$ cat src/rtl/fcct_pkg.sv
package fcct_pkg;

    // Item codes carried in the op field.
    localparam logic [2:0] OP_TICK  = 3'd0;
    localparam logic [2:0] OP_WRITE = 3'd1;
    localparam logic [2:0] OP_READ  = 3'd2;
    localparam logic [2:0] OP_ACK   = 3'd3;
    localparam logic [2:0] OP_EOI   = 3'd4;

    // Bit positions within a channel's mode word.
    localparam int MODE_INT_EN  = 7;
    localparam int MODE_COUNTER = 6;
    localparam int MODE_PRE128  = 5;
    localparam int MODE_TC_NEXT = 2;
    localparam int MODE_HALT    = 1;
    localparam int MODE_CONTROL = 0;

    localparam logic [7:0] MODE_RESET     = 8'h23;
    localparam logic [7:0] MODE_TC_CLEAR  = 8'hf9;
    localparam logic [7:0] VECTOR_MASK    = 8'hf8;
    localparam logic [15:0] COUNT_RESET   = 16'd32768;
    localparam logic [2:0] SHIFT_RESET    = 3'd7;
    localparam logic [2:0] SHIFT_PRE128   = 3'd7;
    localparam logic [2:0] SHIFT_PRE8     = 3'd3;
    localparam logic [2:0] SHIFT_COUNTER  = 3'd0;
    localparam logic [1:0] CH_LAST        = 2'd3;

    localparam int NUM_CHANNELS = 4;

    typedef struct packed {
        logic [2:0] op;
        logic [1:0] channel;
        logic [7:0] wdata;
    } in_item_t;

    typedef struct packed {
        logic [7:0] read_data;
        logic [7:0] int_vector;
        logic       int_taken;
        logic       int_request;
    } out_item_t;

endpackage

$ cat src/rtl/fcct_stream_if.sv
interface fcct_stream_if #(
    parameter type payload_t = logic
);
    logic     valid;
    logic     ready;
    payload_t payload;

    modport source (
        output valid,
        output payload,
        input  ready
    );

    modport sink (
        input  valid,
        input  payload,
        output ready
    );
endinterface

$ cat src/rtl/four_channel_counter_timer.sv
// Four-channel counter/timer in the style of a classic CTC peripheral.
//
// Channels: "item" is the input stream (op, channel, wdata) and "result" is
// the output stream (read_data, int_vector, int_taken, int_request). Both use
// a valid/ready handshake; a transfer happens on a rising edge of clk with
// valid and ready both high. Every input transfer yields exactly one result.
//
// Timing: the item is decoded and the channel state updated in the cycle of
// its transfer, and the result is held in the output register from the next
// cycle on. One item is taken every cycle while the output is not stalled;
// the single output register sets that figure, as the next item is taken in
// the same cycle that the held result is transferred out.
//
// Stall: while a result waits with ready low, item.ready is low and the
// channel state is frozen, so no tick is lost or counted twice.
//
// Reset (rst_n low, asynchronous): every channel is halted with mode 0x23 and
// a count of 32768, the vector base and all pending bits are cleared, and no
// result is valid.
module four_channel_counter_timer
    import fcct_pkg::*;
(
    input  logic          clk,
    input  logic          rst_n,
    fcct_stream_if.sink   item,
    fcct_stream_if.source result
);

    // Channel state.
    logic [7:0]  mode_reg       [NUM_CHANNELS];
    logic [7:0]  mode_next      [NUM_CHANNELS];
    logic [15:0] count_reg      [NUM_CHANNELS];
    logic [15:0] count_next     [NUM_CHANNELS];
    logic [15:0] reload_reg     [NUM_CHANNELS];
    logic [15:0] reload_next    [NUM_CHANNELS];
    logic [2:0]  shift_reg      [NUM_CHANNELS];
    logic [2:0]  shift_next     [NUM_CHANNELS];
    logic [7:0]  span_reg       [NUM_CHANNELS];
    logic [7:0]  span_next      [NUM_CHANNELS];
    logic [7:0]  tc_byte_reg    [NUM_CHANNELS];
    logic [7:0]  tc_byte_next   [NUM_CHANNELS];

    // Shared interrupt state.
    logic [7:0]  base_reg;
    logic [7:0]  base_next;
    logic [3:0]  pending_reg;
    logic [3:0]  pending_next;
    logic [1:0]  service_reg;
    logic [1:0]  service_next;

    // Output register.
    logic        out_valid_reg;
    out_item_t   out_reg;
    out_item_t   out_next;

    in_item_t    cur;
    logic        accept;

    // Tick helpers.
    logic [3:0]  running;
    logic [3:0]  pulse;
    logic [3:0]  at_end;
    logic [3:0]  hit;

    // Port write helpers.
    logic [8:0]  tc_count;
    logic [2:0]  tc_shift;
    logic [15:0] tc_scaled;

    // End of interrupt helpers.
    logic [15:0] moved;

    assign cur          = item.payload;
    assign item.ready   = !out_valid_reg || result.ready;
    assign accept       = item.valid && item.ready;
    assign result.valid   = out_valid_reg;
    assign result.payload = out_reg;

    always_comb
    begin
        for (int c = 0; c < NUM_CHANNELS; c++)
        begin
            mode_next[c]    = mode_reg[c];
            count_next[c]   = count_reg[c];
            reload_next[c]  = reload_reg[c];
            shift_next[c]   = shift_reg[c];
            span_next[c]    = span_reg[c];
            tc_byte_next[c] = tc_byte_reg[c];
            running[c]      = !mode_reg[c][MODE_HALT];
            at_end[c]       = count_reg[c] <= 16'd1;
        end
        base_next    = base_reg;
        pending_next = pending_reg;
        service_next = service_reg;
        out_next     = '0;

        // Channel 3 in counter mode is clocked by channel 0 reloads; the
        // others, and channel 3 in timer mode, by every tick.
        pulse[0] = running[0];
        pulse[1] = running[1];
        pulse[2] = running[2];
        pulse[3] = running[3]
            && (!mode_reg[3][MODE_COUNTER] || (running[0] && at_end[0]));
        for (int c = 0; c < NUM_CHANNELS; c++)
        begin
            hit[c] = pulse[c] && at_end[c] && mode_reg[c][MODE_INT_EN];
        end

        // A time constant of zero stands for 256; timer mode prescales it.
        tc_count = (cur.wdata == 8'd0) ? 9'd256 : {1'b0, cur.wdata};
        if (mode_reg[cur.channel][MODE_COUNTER])
        begin
            tc_shift = SHIFT_COUNTER;
        end
        else if (mode_reg[cur.channel][MODE_PRE128])
        begin
            tc_shift = SHIFT_PRE128;
        end
        else
        begin
            tc_shift = SHIFT_PRE8;
        end
        tc_scaled = {7'd0, tc_count} << tc_shift;

        moved = (reload_reg[service_reg] >= count_reg[service_reg])
            ? reload_reg[service_reg] - count_reg[service_reg] : 16'd0;

        unique case (cur.op)
            OP_TICK:
            begin
                for (int c = 0; c < NUM_CHANNELS; c++)
                begin
                    if (pulse[c])
                    begin
                        count_next[c] = at_end[c] ? reload_reg[c] : count_reg[c] - 16'd1;
                    end
                end
                pending_next = pending_reg | hit;
            end
            OP_WRITE:
            begin
                if (mode_reg[cur.channel][MODE_TC_NEXT])
                begin
                    tc_byte_next[cur.channel] = cur.wdata;
                    shift_next[cur.channel]   = tc_shift;
                    reload_next[cur.channel]  = tc_scaled;
                    count_next[cur.channel]   = tc_scaled;
                    span_next[cur.channel]    = 8'd1 << tc_shift;
                    mode_next[cur.channel]    = mode_reg[cur.channel] & MODE_TC_CLEAR;
                end
                else if (cur.wdata[MODE_CONTROL])
                begin
                    mode_next[cur.channel] = cur.wdata;
                end
                else if (cur.channel == 2'd0)
                begin
                    base_next = cur.wdata & VECTOR_MASK;
                end
            end
            OP_READ:
            begin
                if (cur.channel != CH_LAST)
                begin
                    out_next.read_data = tc_byte_reg[cur.channel];
                end
                else
                begin
                    out_next.read_data = 8'(count_reg[CH_LAST] >> shift_reg[CH_LAST]);
                end
            end
            OP_ACK:
            begin
                // Pending channels with interrupts disabled are dropped; the
                // lowest enabled one is served.
                for (int c = 0; c < NUM_CHANNELS; c++)
                begin
                    if (pending_next[c])
                    begin
                        if (!mode_reg[c][MODE_INT_EN])
                        begin
                            pending_next[c] = 1'b0;
                        end
                        else if (!out_next.int_taken)
                        begin
                            out_next.int_taken  = 1'b1;
                            pending_next[c]     = 1'b0;
                            service_next        = 2'(c);
                            out_next.int_vector = base_reg + {5'd0, 2'(c), 1'b0};
                        end
                    end
                end
            end
            OP_EOI:
            begin
                // A repeat that arrived during service is dropped unless the
                // channel has moved less than one prescaled step since reload.
                if (pending_reg[service_reg] && (moved >= {8'd0, span_reg[service_reg]}))
                begin
                    pending_next[service_reg] = 1'b0;
                end
            end
            default:
            begin
            end
        endcase

        out_next.int_request = |pending_next;
    end

    always_ff @(posedge clk or negedge rst_n)
    begin
        if (!rst_n)
        begin
            for (int c = 0; c < NUM_CHANNELS; c++)
            begin
                mode_reg[c]    <= MODE_RESET;
                count_reg[c]   <= COUNT_RESET;
                reload_reg[c]  <= COUNT_RESET;
                shift_reg[c]   <= SHIFT_RESET;
                span_reg[c]    <= 8'd0;
                tc_byte_reg[c] <= 8'd0;
            end
            base_reg      <= 8'd0;
            pending_reg   <= 4'd0;
            service_reg   <= 2'd0;
            out_valid_reg <= 1'b0;
        end
        else
        begin
            if (accept)
            begin
                for (int c = 0; c < NUM_CHANNELS; c++)
                begin
                    mode_reg[c]    <= mode_next[c];
                    count_reg[c]   <= count_next[c];
                    reload_reg[c]  <= reload_next[c];
                    shift_reg[c]   <= shift_next[c];
                    span_reg[c]    <= span_next[c];
                    tc_byte_reg[c] <= tc_byte_next[c];
                end
                base_reg    <= base_next;
                pending_reg <= pending_next;
                service_reg <= service_next;
            end
            if (item.ready)
            begin
                out_valid_reg <= item.valid;
            end
        end
    end

    always_ff @(posedge clk)
    begin
        if (accept)
        begin
            out_reg <= out_next;
        end
    end

    // The vector base is aligned to eight, so a served vector is always even
    // and an unserved one reads as zero.
    a_vector_shape: assert property (@(posedge clk) disable iff (!rst_n)
        out_valid_reg |-> (out_reg.int_taken ? !out_reg.int_vector[0]
                                              : out_reg.int_vector == 8'd0))
        else $error("interrupt vector malformed");

    // An acknowledge never raises a new pending bit.
    a_ack_no_new: assert property (@(posedge clk) disable iff (!rst_n)
        (accept && cur.op == OP_ACK) |=> (pending_reg & ~$past(pending_reg)) == 4'd0)
        else $error("acknowledge set a pending bit");

    // The request flag of a held result agrees with the live pending mask.
    a_request_match: assert property (@(posedge clk) disable iff (!rst_n)
        out_valid_reg |-> out_reg.int_request == (|pending_reg))
        else $error("int_request out of step with pending mask");

    // A reload always restores a nonzero count, so no count ever rests at zero.
    a_count_nonzero: assert property (@(posedge clk) disable iff (!rst_n)
        count_reg[0] != 16'd0 && count_reg[1] != 16'd0
        && count_reg[2] != 16'd0 && count_reg[3] != 16'd0)
        else $error("down count reached zero");

endmodule

$ cat src/flat_wrapper.sv
// flat-port wrapper written by rule: the top's interface ports become plain ports
module four_channel_counter_timer_flat import fcct_pkg::*;
  (clk, rst_n, item_valid, item_payload, item_ready, result_valid, result_payload, result_ready);
  fcct_stream_if #(.payload_t(in_item_t)) item_i ();
  fcct_stream_if #(.payload_t(out_item_t)) result_i ();
  input  logic clk;
  input  logic rst_n;
  input wire logic [$bits(item_i.valid)-1:0] item_valid;
  input wire logic [$bits(item_i.payload)-1:0] item_payload;
  output wire logic [$bits(item_i.ready)-1:0] item_ready;
  output wire logic [$bits(result_i.valid)-1:0] result_valid;
  output wire logic [$bits(result_i.payload)-1:0] result_payload;
  input wire logic [$bits(result_i.ready)-1:0] result_ready;
  assign item_i.valid = item_valid;
  assign item_i.payload = item_payload;
  assign item_ready = item_i.ready;
  assign result_valid = result_i.valid;
  assign result_payload = result_i.payload;
  assign result_i.ready = result_ready;
  four_channel_counter_timer u_core (.clk(clk), .rst_n(rst_n), .item(item_i), .result(result_i));
endmodule
$ cat config.mk
export PLATFORM = sky130hd
export DESIGN_NAME = four_channel_counter_timer_flat
export DESIGN_NICKNAME = d
export VERILOG_FILES = /design/src/rtl/fcct_pkg.sv /design/src/rtl/fcct_stream_if.sv /design/src/rtl/four_channel_counter_timer.sv /design/src/flat_wrapper.sv
export SDC_FILE = /design/constraint.sdc
export NUM_CORES = 1
export LEC_CHECK = 0
export BUFFER_PORTS_ARGS = -buffer_cell sky130_fd_sc_hd__buf_2
export CAP_MARGIN = 20
export CORE_ASPECT_RATIO = 0.7
export CORE_MARGIN = 2
export CORE_UTILIZATION = 35
export DETAILED_ROUTE_END_ITERATION = 8
export GPL_ROUTABILITY_DRIVEN = 1
export PLACE_DENSITY = 0.59
export SYNTH_ARGS = -nofsm -noshare
export SYNTH_HDL_FRONTEND = slang
export SYNTH_SLANG_ARGS = --single-unit
$ cat constraint.sdc
create_clock -name clk -period 7.5 [get_ports clk]
set_clock_uncertainty 0.2 [all_clocks]
set_input_delay 0.75 -clock clk [delete_from_list [all_inputs] [get_ports clk]]
set_output_delay 0.75 -clock clk [all_outputs]
set_load 0.005 [all_outputs]
==> run_summary.xml <==
<?xml version="1.0" encoding="UTF-8"?>
<metrics>
  <group name="status">
    <metric name="status" unit="">complete, no violations</metric>
  </group>
  <group name="worst_hold_path">
    <metric name="min-delay-path-class" unit="">in2async</metric>
  </group>
  <group name="timing">
    <metric name="fin_ws" unit="ns">1.83</metric>
    <metric name="drv_slew" unit="">0</metric>
    <metric name="hold_viol_final" unit="">0</metric>
    <metric name="fmaxAchievable" unit="GHz">0.176</metric>
    <metric name="worst_slew_margin_rel" unit="%">27.1</metric>
    <metric name="finalWorstPathRequiredPeriod" unit="ns">5.67</metric>
    <metric name="finalSetupViolations" unit="">0</metric>
    <metric name="total_negative_slack_for_setup_checks" unit="ns">0</metric>
    <metric name="worstMarginPinSlew" unit="ns">1.09</metric>
    <metric name="rsz_0062_raised_after_global_routing" unit="">no</metric>
    <metric name="final.period_utilization" unit="%">75.6</metric>
    <metric name="final.hold.worst_slack" unit="ns">0.151</metric>
  </group>
  <group name="setup_path">
    <metric name="top_family_by_delay_on_critical_path" unit="">compound AO/OA/AOI/OAI gates</metric>
    <metric name="timing.critical_path.arrival" unit="ns">5.75</metric>
    <metric name="worst_setup_path_start_kind" unit="">flop</metric>
    <metric name="critical_path_required" unit="ns">7.59</metric>
    <metric name="critical_path.slowest_cell" unit="">dfrtp_2</metric>
    <metric name="highest_net_fanout_along_the_worst_path" unit="">22</metric>
    <metric name="cpPeakStageDelay" unit="ns">0.85</metric>
    <metric name="path_cells" unit="">buf_4, mux4_2, ha_1, a21oi_1, o21ai_0, a211oi_1, o21a_1, nor3_1, ha_1, o211a_1, nor3_1, o21a_1, a31oi_1, o22ai_1, or4_1</metric>
    <metric name="worstSetupEndpointType" unit="">flop</metric>
    <metric name="worstSetupPathType" unit="">reg2reg</metric>
    <metric name="cp.buffers_inverters" unit="">1</metric>
  </group>
  <group name="synth">
    <metric name="synth.lib_cells_used.distinct" unit="">85</metric>
    <metric name="synth_warnings" unit="">0</metric>
    <metric name="synthesis_stage_register_bit_count" unit="">219</metric>
    <metric name="dominantRegCellSynth" unit="">dfrtp_1</metric>
    <metric name="synthesis.instances" unit="">1504</metric>
    <metric name="synth_enable_flop_cells" unit="">17</metric>
    <metric name="syn_nets" unit="">1550</metric>
    <metric name="synth-async-reset-ratio" unit="%">92.2</metric>
    <metric name="synth.area.top_cells" unit="">dfrtp_1, mux4_2, nand2_1, nor2_1, o21ai_0</metric>
    <metric name="netlist.area_leader.share" unit="%">34.1</metric>
    <metric name="synth.top_cells.by_count" unit="">nand2_1, dfrtp_1, nor2_1</metric>
    <metric name="average_footprint_of_a_synthesized_cell" unit="µm²">8.98</metric>
    <metric name="cell_with_the_most_instances_after_synthesis" unit="">nand2_1</metric>
    <metric name="yosysTopAreaCell" unit="">dfrtp_1</metric>
    <metric name="synthesis.area" unit="mm²">0.0135</metric>
    <metric name="post_synthesis_sequential_area_ratio" unit="%">41.4</metric>
  </group>
  <group name="place">
    <metric name="weighted_congestion_reported_at_the_end_of_routability_driven_placement" unit="">0.952</metric>
    <metric name="dpl_ws" unit="ns">1.82</metric>
    <metric name="place_hpwl" unit="µm">33000</metric>
    <metric name="portBuffers" unit="">35</metric>
    <metric name="placed_cells_incl_taps" unit="">1956</metric>
  </group>
  <group name="layout">
    <metric name="finish.net_count" unit="">1535</metric>
    <metric name="synthToLayoutAreaGrowth" unit="%">10.5</metric>
    <metric name="post_layout_nonfiller_instances" unit="">2003</metric>
    <metric name="drive_above_1_share" unit="%">14.2</metric>
  </group>
  <group name="power_and_ir_drop">
    <metric name="post-layout-total-power" unit="W">0.00491</metric>
    <metric name="clkPwrFrac" unit="%">26.1</metric>
    <metric name="power.ir.vdd_worst" unit="V">0.000155</metric>
    <metric name="leakage" unit="nW">6.36</metric>
    <metric name="internal_power" unit="W">0.00292</metric>
    <metric name="comb_power_share" unit="%">38.4</metric>
    <metric name="pwr-share-seq" unit="%">35.5</metric>
    <metric name="switching_share" unit="%">40.5</metric>
    <metric name="total_power_divided_by_cell_area" unit="mW/mm²">329</metric>
    <metric name="total_switching_power" unit="W">0.00199</metric>
  </group>
  <group name="route">
    <metric name="wl_met3" unit="µm">6600</metric>
    <metric name="wl_met1" unit="µm">20800</metric>
    <metric name="drt-vias-per-instance" unit="">5.87</metric>
    <metric name="routed.top_layer" unit="">met4</metric>
    <metric name="drc_errors" unit="">0</metric>
    <metric name="dr_wl_met2" unit="µm">18000</metric>
    <metric name="first_iter_violations" unit="">1496</metric>
    <metric name="firstDrtPassIters" unit="">6</metric>
    <metric name="routed_wl" unit="µm">46300</metric>
    <metric name="drt.antenna.violating_nets" unit="">0</metric>
    <metric name="post_drt_wl_per_cell" unit="µm">23.1</metric>
    <metric name="vias" unit="">11800</metric>
  </group>
  <group name="global_route">
    <metric name="globalRouteOverflowTotal" unit="">0</metric>
    <metric name="grt.total_usage" unit="%">23.2</metric>
    <metric name="grt_pass1_vias" unit="">11200</metric>
    <metric name="grt_max_degree" unit="">117</metric>
    <metric name="grt_first_pass_wirelength" unit="µm">70900</metric>
    <metric name="antenna_found_initial" unit="">3</metric>
  </group>
  <group name="cts">
    <metric name="post_cts.resized_instances" unit="">0</metric>
    <metric name="worstSkewPairLatency" unit="ns">0.55</metric>
    <metric name="cts.path.max_buffers" unit="">3</metric>
    <metric name="post_cts.repair.setup_buffers" unit="">0</metric>
    <metric name="cts_tree" unit="">built</metric>
    <metric name="cts-htree-levels" unit="">1</metric>
    <metric name="clock-sinks" unit="">219</metric>
    <metric name="cts-buffers-inserted" unit="">23</metric>
    <metric name="clock_pin_slew_on_the_worst_setup_and_hold_paths" unit="ns">0.06</metric>
    <metric name="cts-root-buf" unit="">clkbuf_16</metric>
    <metric name="holdBufCountCts" unit="">0</metric>
  </group>
  <group name="floorplanning">
    <metric name="placeableCoreArea" unit="mm²">0.0382</metric>
    <metric name="design.portCount" unit="">37</metric>
    <metric name="floorplan.initialDensity" unit="%">35.3</metric>
    <metric name="placement_rows" unit="">60</metric>
    <metric name="fp.dieH" unit="µm">168</metric>
    <metric name="die_w" unit="µm">239</metric>
    <metric name="floorplan.die_area" unit="mm²">0.0402</metric>
  </group>
  <group name="flow_run">
    <metric name="drv_cap" unit="">0</metric>
  </group>
</metrics>
## final timing paths
kind,to,depth (start not counted),start,slack [ns]
max in group asynchronous,u_core.count_reg[62],2,rst_n,5.69
setup / recovery,u_core.result.payload[0],15,u_core.service_reg[0],1.83
hold reg to reg,u_core.tc_byte_reg[20],2,u_core.tc_byte_reg[20],0.27
hold / removal,u_core.tc_byte_reg[12],1,rst_n,0.15
min in group clk,u_core.result.valid,2,item_valid,0.20
setup reg to reg,u_core.result.payload[0],15,u_core.service_reg[0],1.83
## worst register-to-register path: cells and delay by family, from the launching register on
kind	cells	cell delay (ns)
multiplexers	1	0.56
flip-flops	1	0.85
adder cells (fa/ha/maj)	2	0.69
AO/OA/AOI/OAI	8	1.96
buffers and inverters	1	0.49
AND/OR/NAND/NOR	3	0.65
## kinds of logic (layout without fill, tap and decap cells)
family | after synthesis | after routing | synth area share [%]
buffers and inverters | 136 | 138 | 4.21
adder cells (fa/ha/maj) | 29 | 29 | 2.74
AO/OA/AOI/OAI | 387 | 387 | 17.5
AND/OR/NAND/NOR | 599 | 599 | 19.4
XOR/XNOR | 51 | 51 | 3.31
other | 1 | 2 | 0.0278
flip-flops | 219 | 219 | 41.4
multiplexers | 82 | 82 | 11.4
## metrics by stage
step	area (µm²)	utilization [%]
after CTS	14900	38.9
after floorplan	13500	-
final	14900	39.1
after global placement	14000	36.8
after global routing	14900	39.1
after detailed placement	14000	36.8
## power groups by stage
| stage | registers [W] | clock network [W] | logic (W) |
|---|---|---|---|
| final | 0.00174 | 0.00128 | 0.00188 |
| after global routing | 0.00175 | 0.00134 | 0.00209 |
| after CTS | 0.00171 | 0.00129 | 0.00185 |
| after detailed placement | 0.00173 | 0 | 0.00184 |
| after global placement | 0.00173 | 0 | 0.00183 |
| after floorplan | 0.00156 | 0 | 0.00147 |
## layout by cell type, fill, tap and decap left out, types with 8 or more instances in the layout
cell type  synthesis  routed
nand2b_1          13      13
nor3_1            35      33
nor2_1           152     152
or4_1              8       8
a211oi_1          38      38
nor4_1            10      10
xnor2_1           33      33
ha_1              28      28
o21ai_0          112     112
buf_2              7      34
a32oi_1            8       8
mux4_2            56      56
nand2_1          293     293
o21ai_1           30      30
xor2_1            18      18
mux2_2            19      19
nor2b_1           15      15
dfstp_2           18      18
and2_1            18      17
inv_1             36      36
a21oi_1          111     111
buf_4              1      21
nand3_1           17      17
clkbuf_16          0      23
dfrtp_1          184     182
o22ai_1            8       8
edfxtp_1          17      17
## routing by layer
metal / vias to the layer above / global-route usage, %
met5: - / 0
met3: 81 / 10.5
li1: 5317 / -
met4: 0 / 5.30
met2: 630 / 29.7
met1: 5722 / 34.7
## cell type report
| class | count | area [µm²] |
|---|---|---|
| antenna | 1 | 2.50 |
| tap | 496 | 621 |
| sequential | 219 | 5590 |
| fill | 3800 | 23300 |
| timing repair buffer | 60 | 399 |
| clock inverter | 12 | 198 |
| inverter | 36 | 135 |
| multi-input combinational | 1149 | 7360 |
| clock buffer | 30 | 622 |
Power figures use the tool's default switching activity.
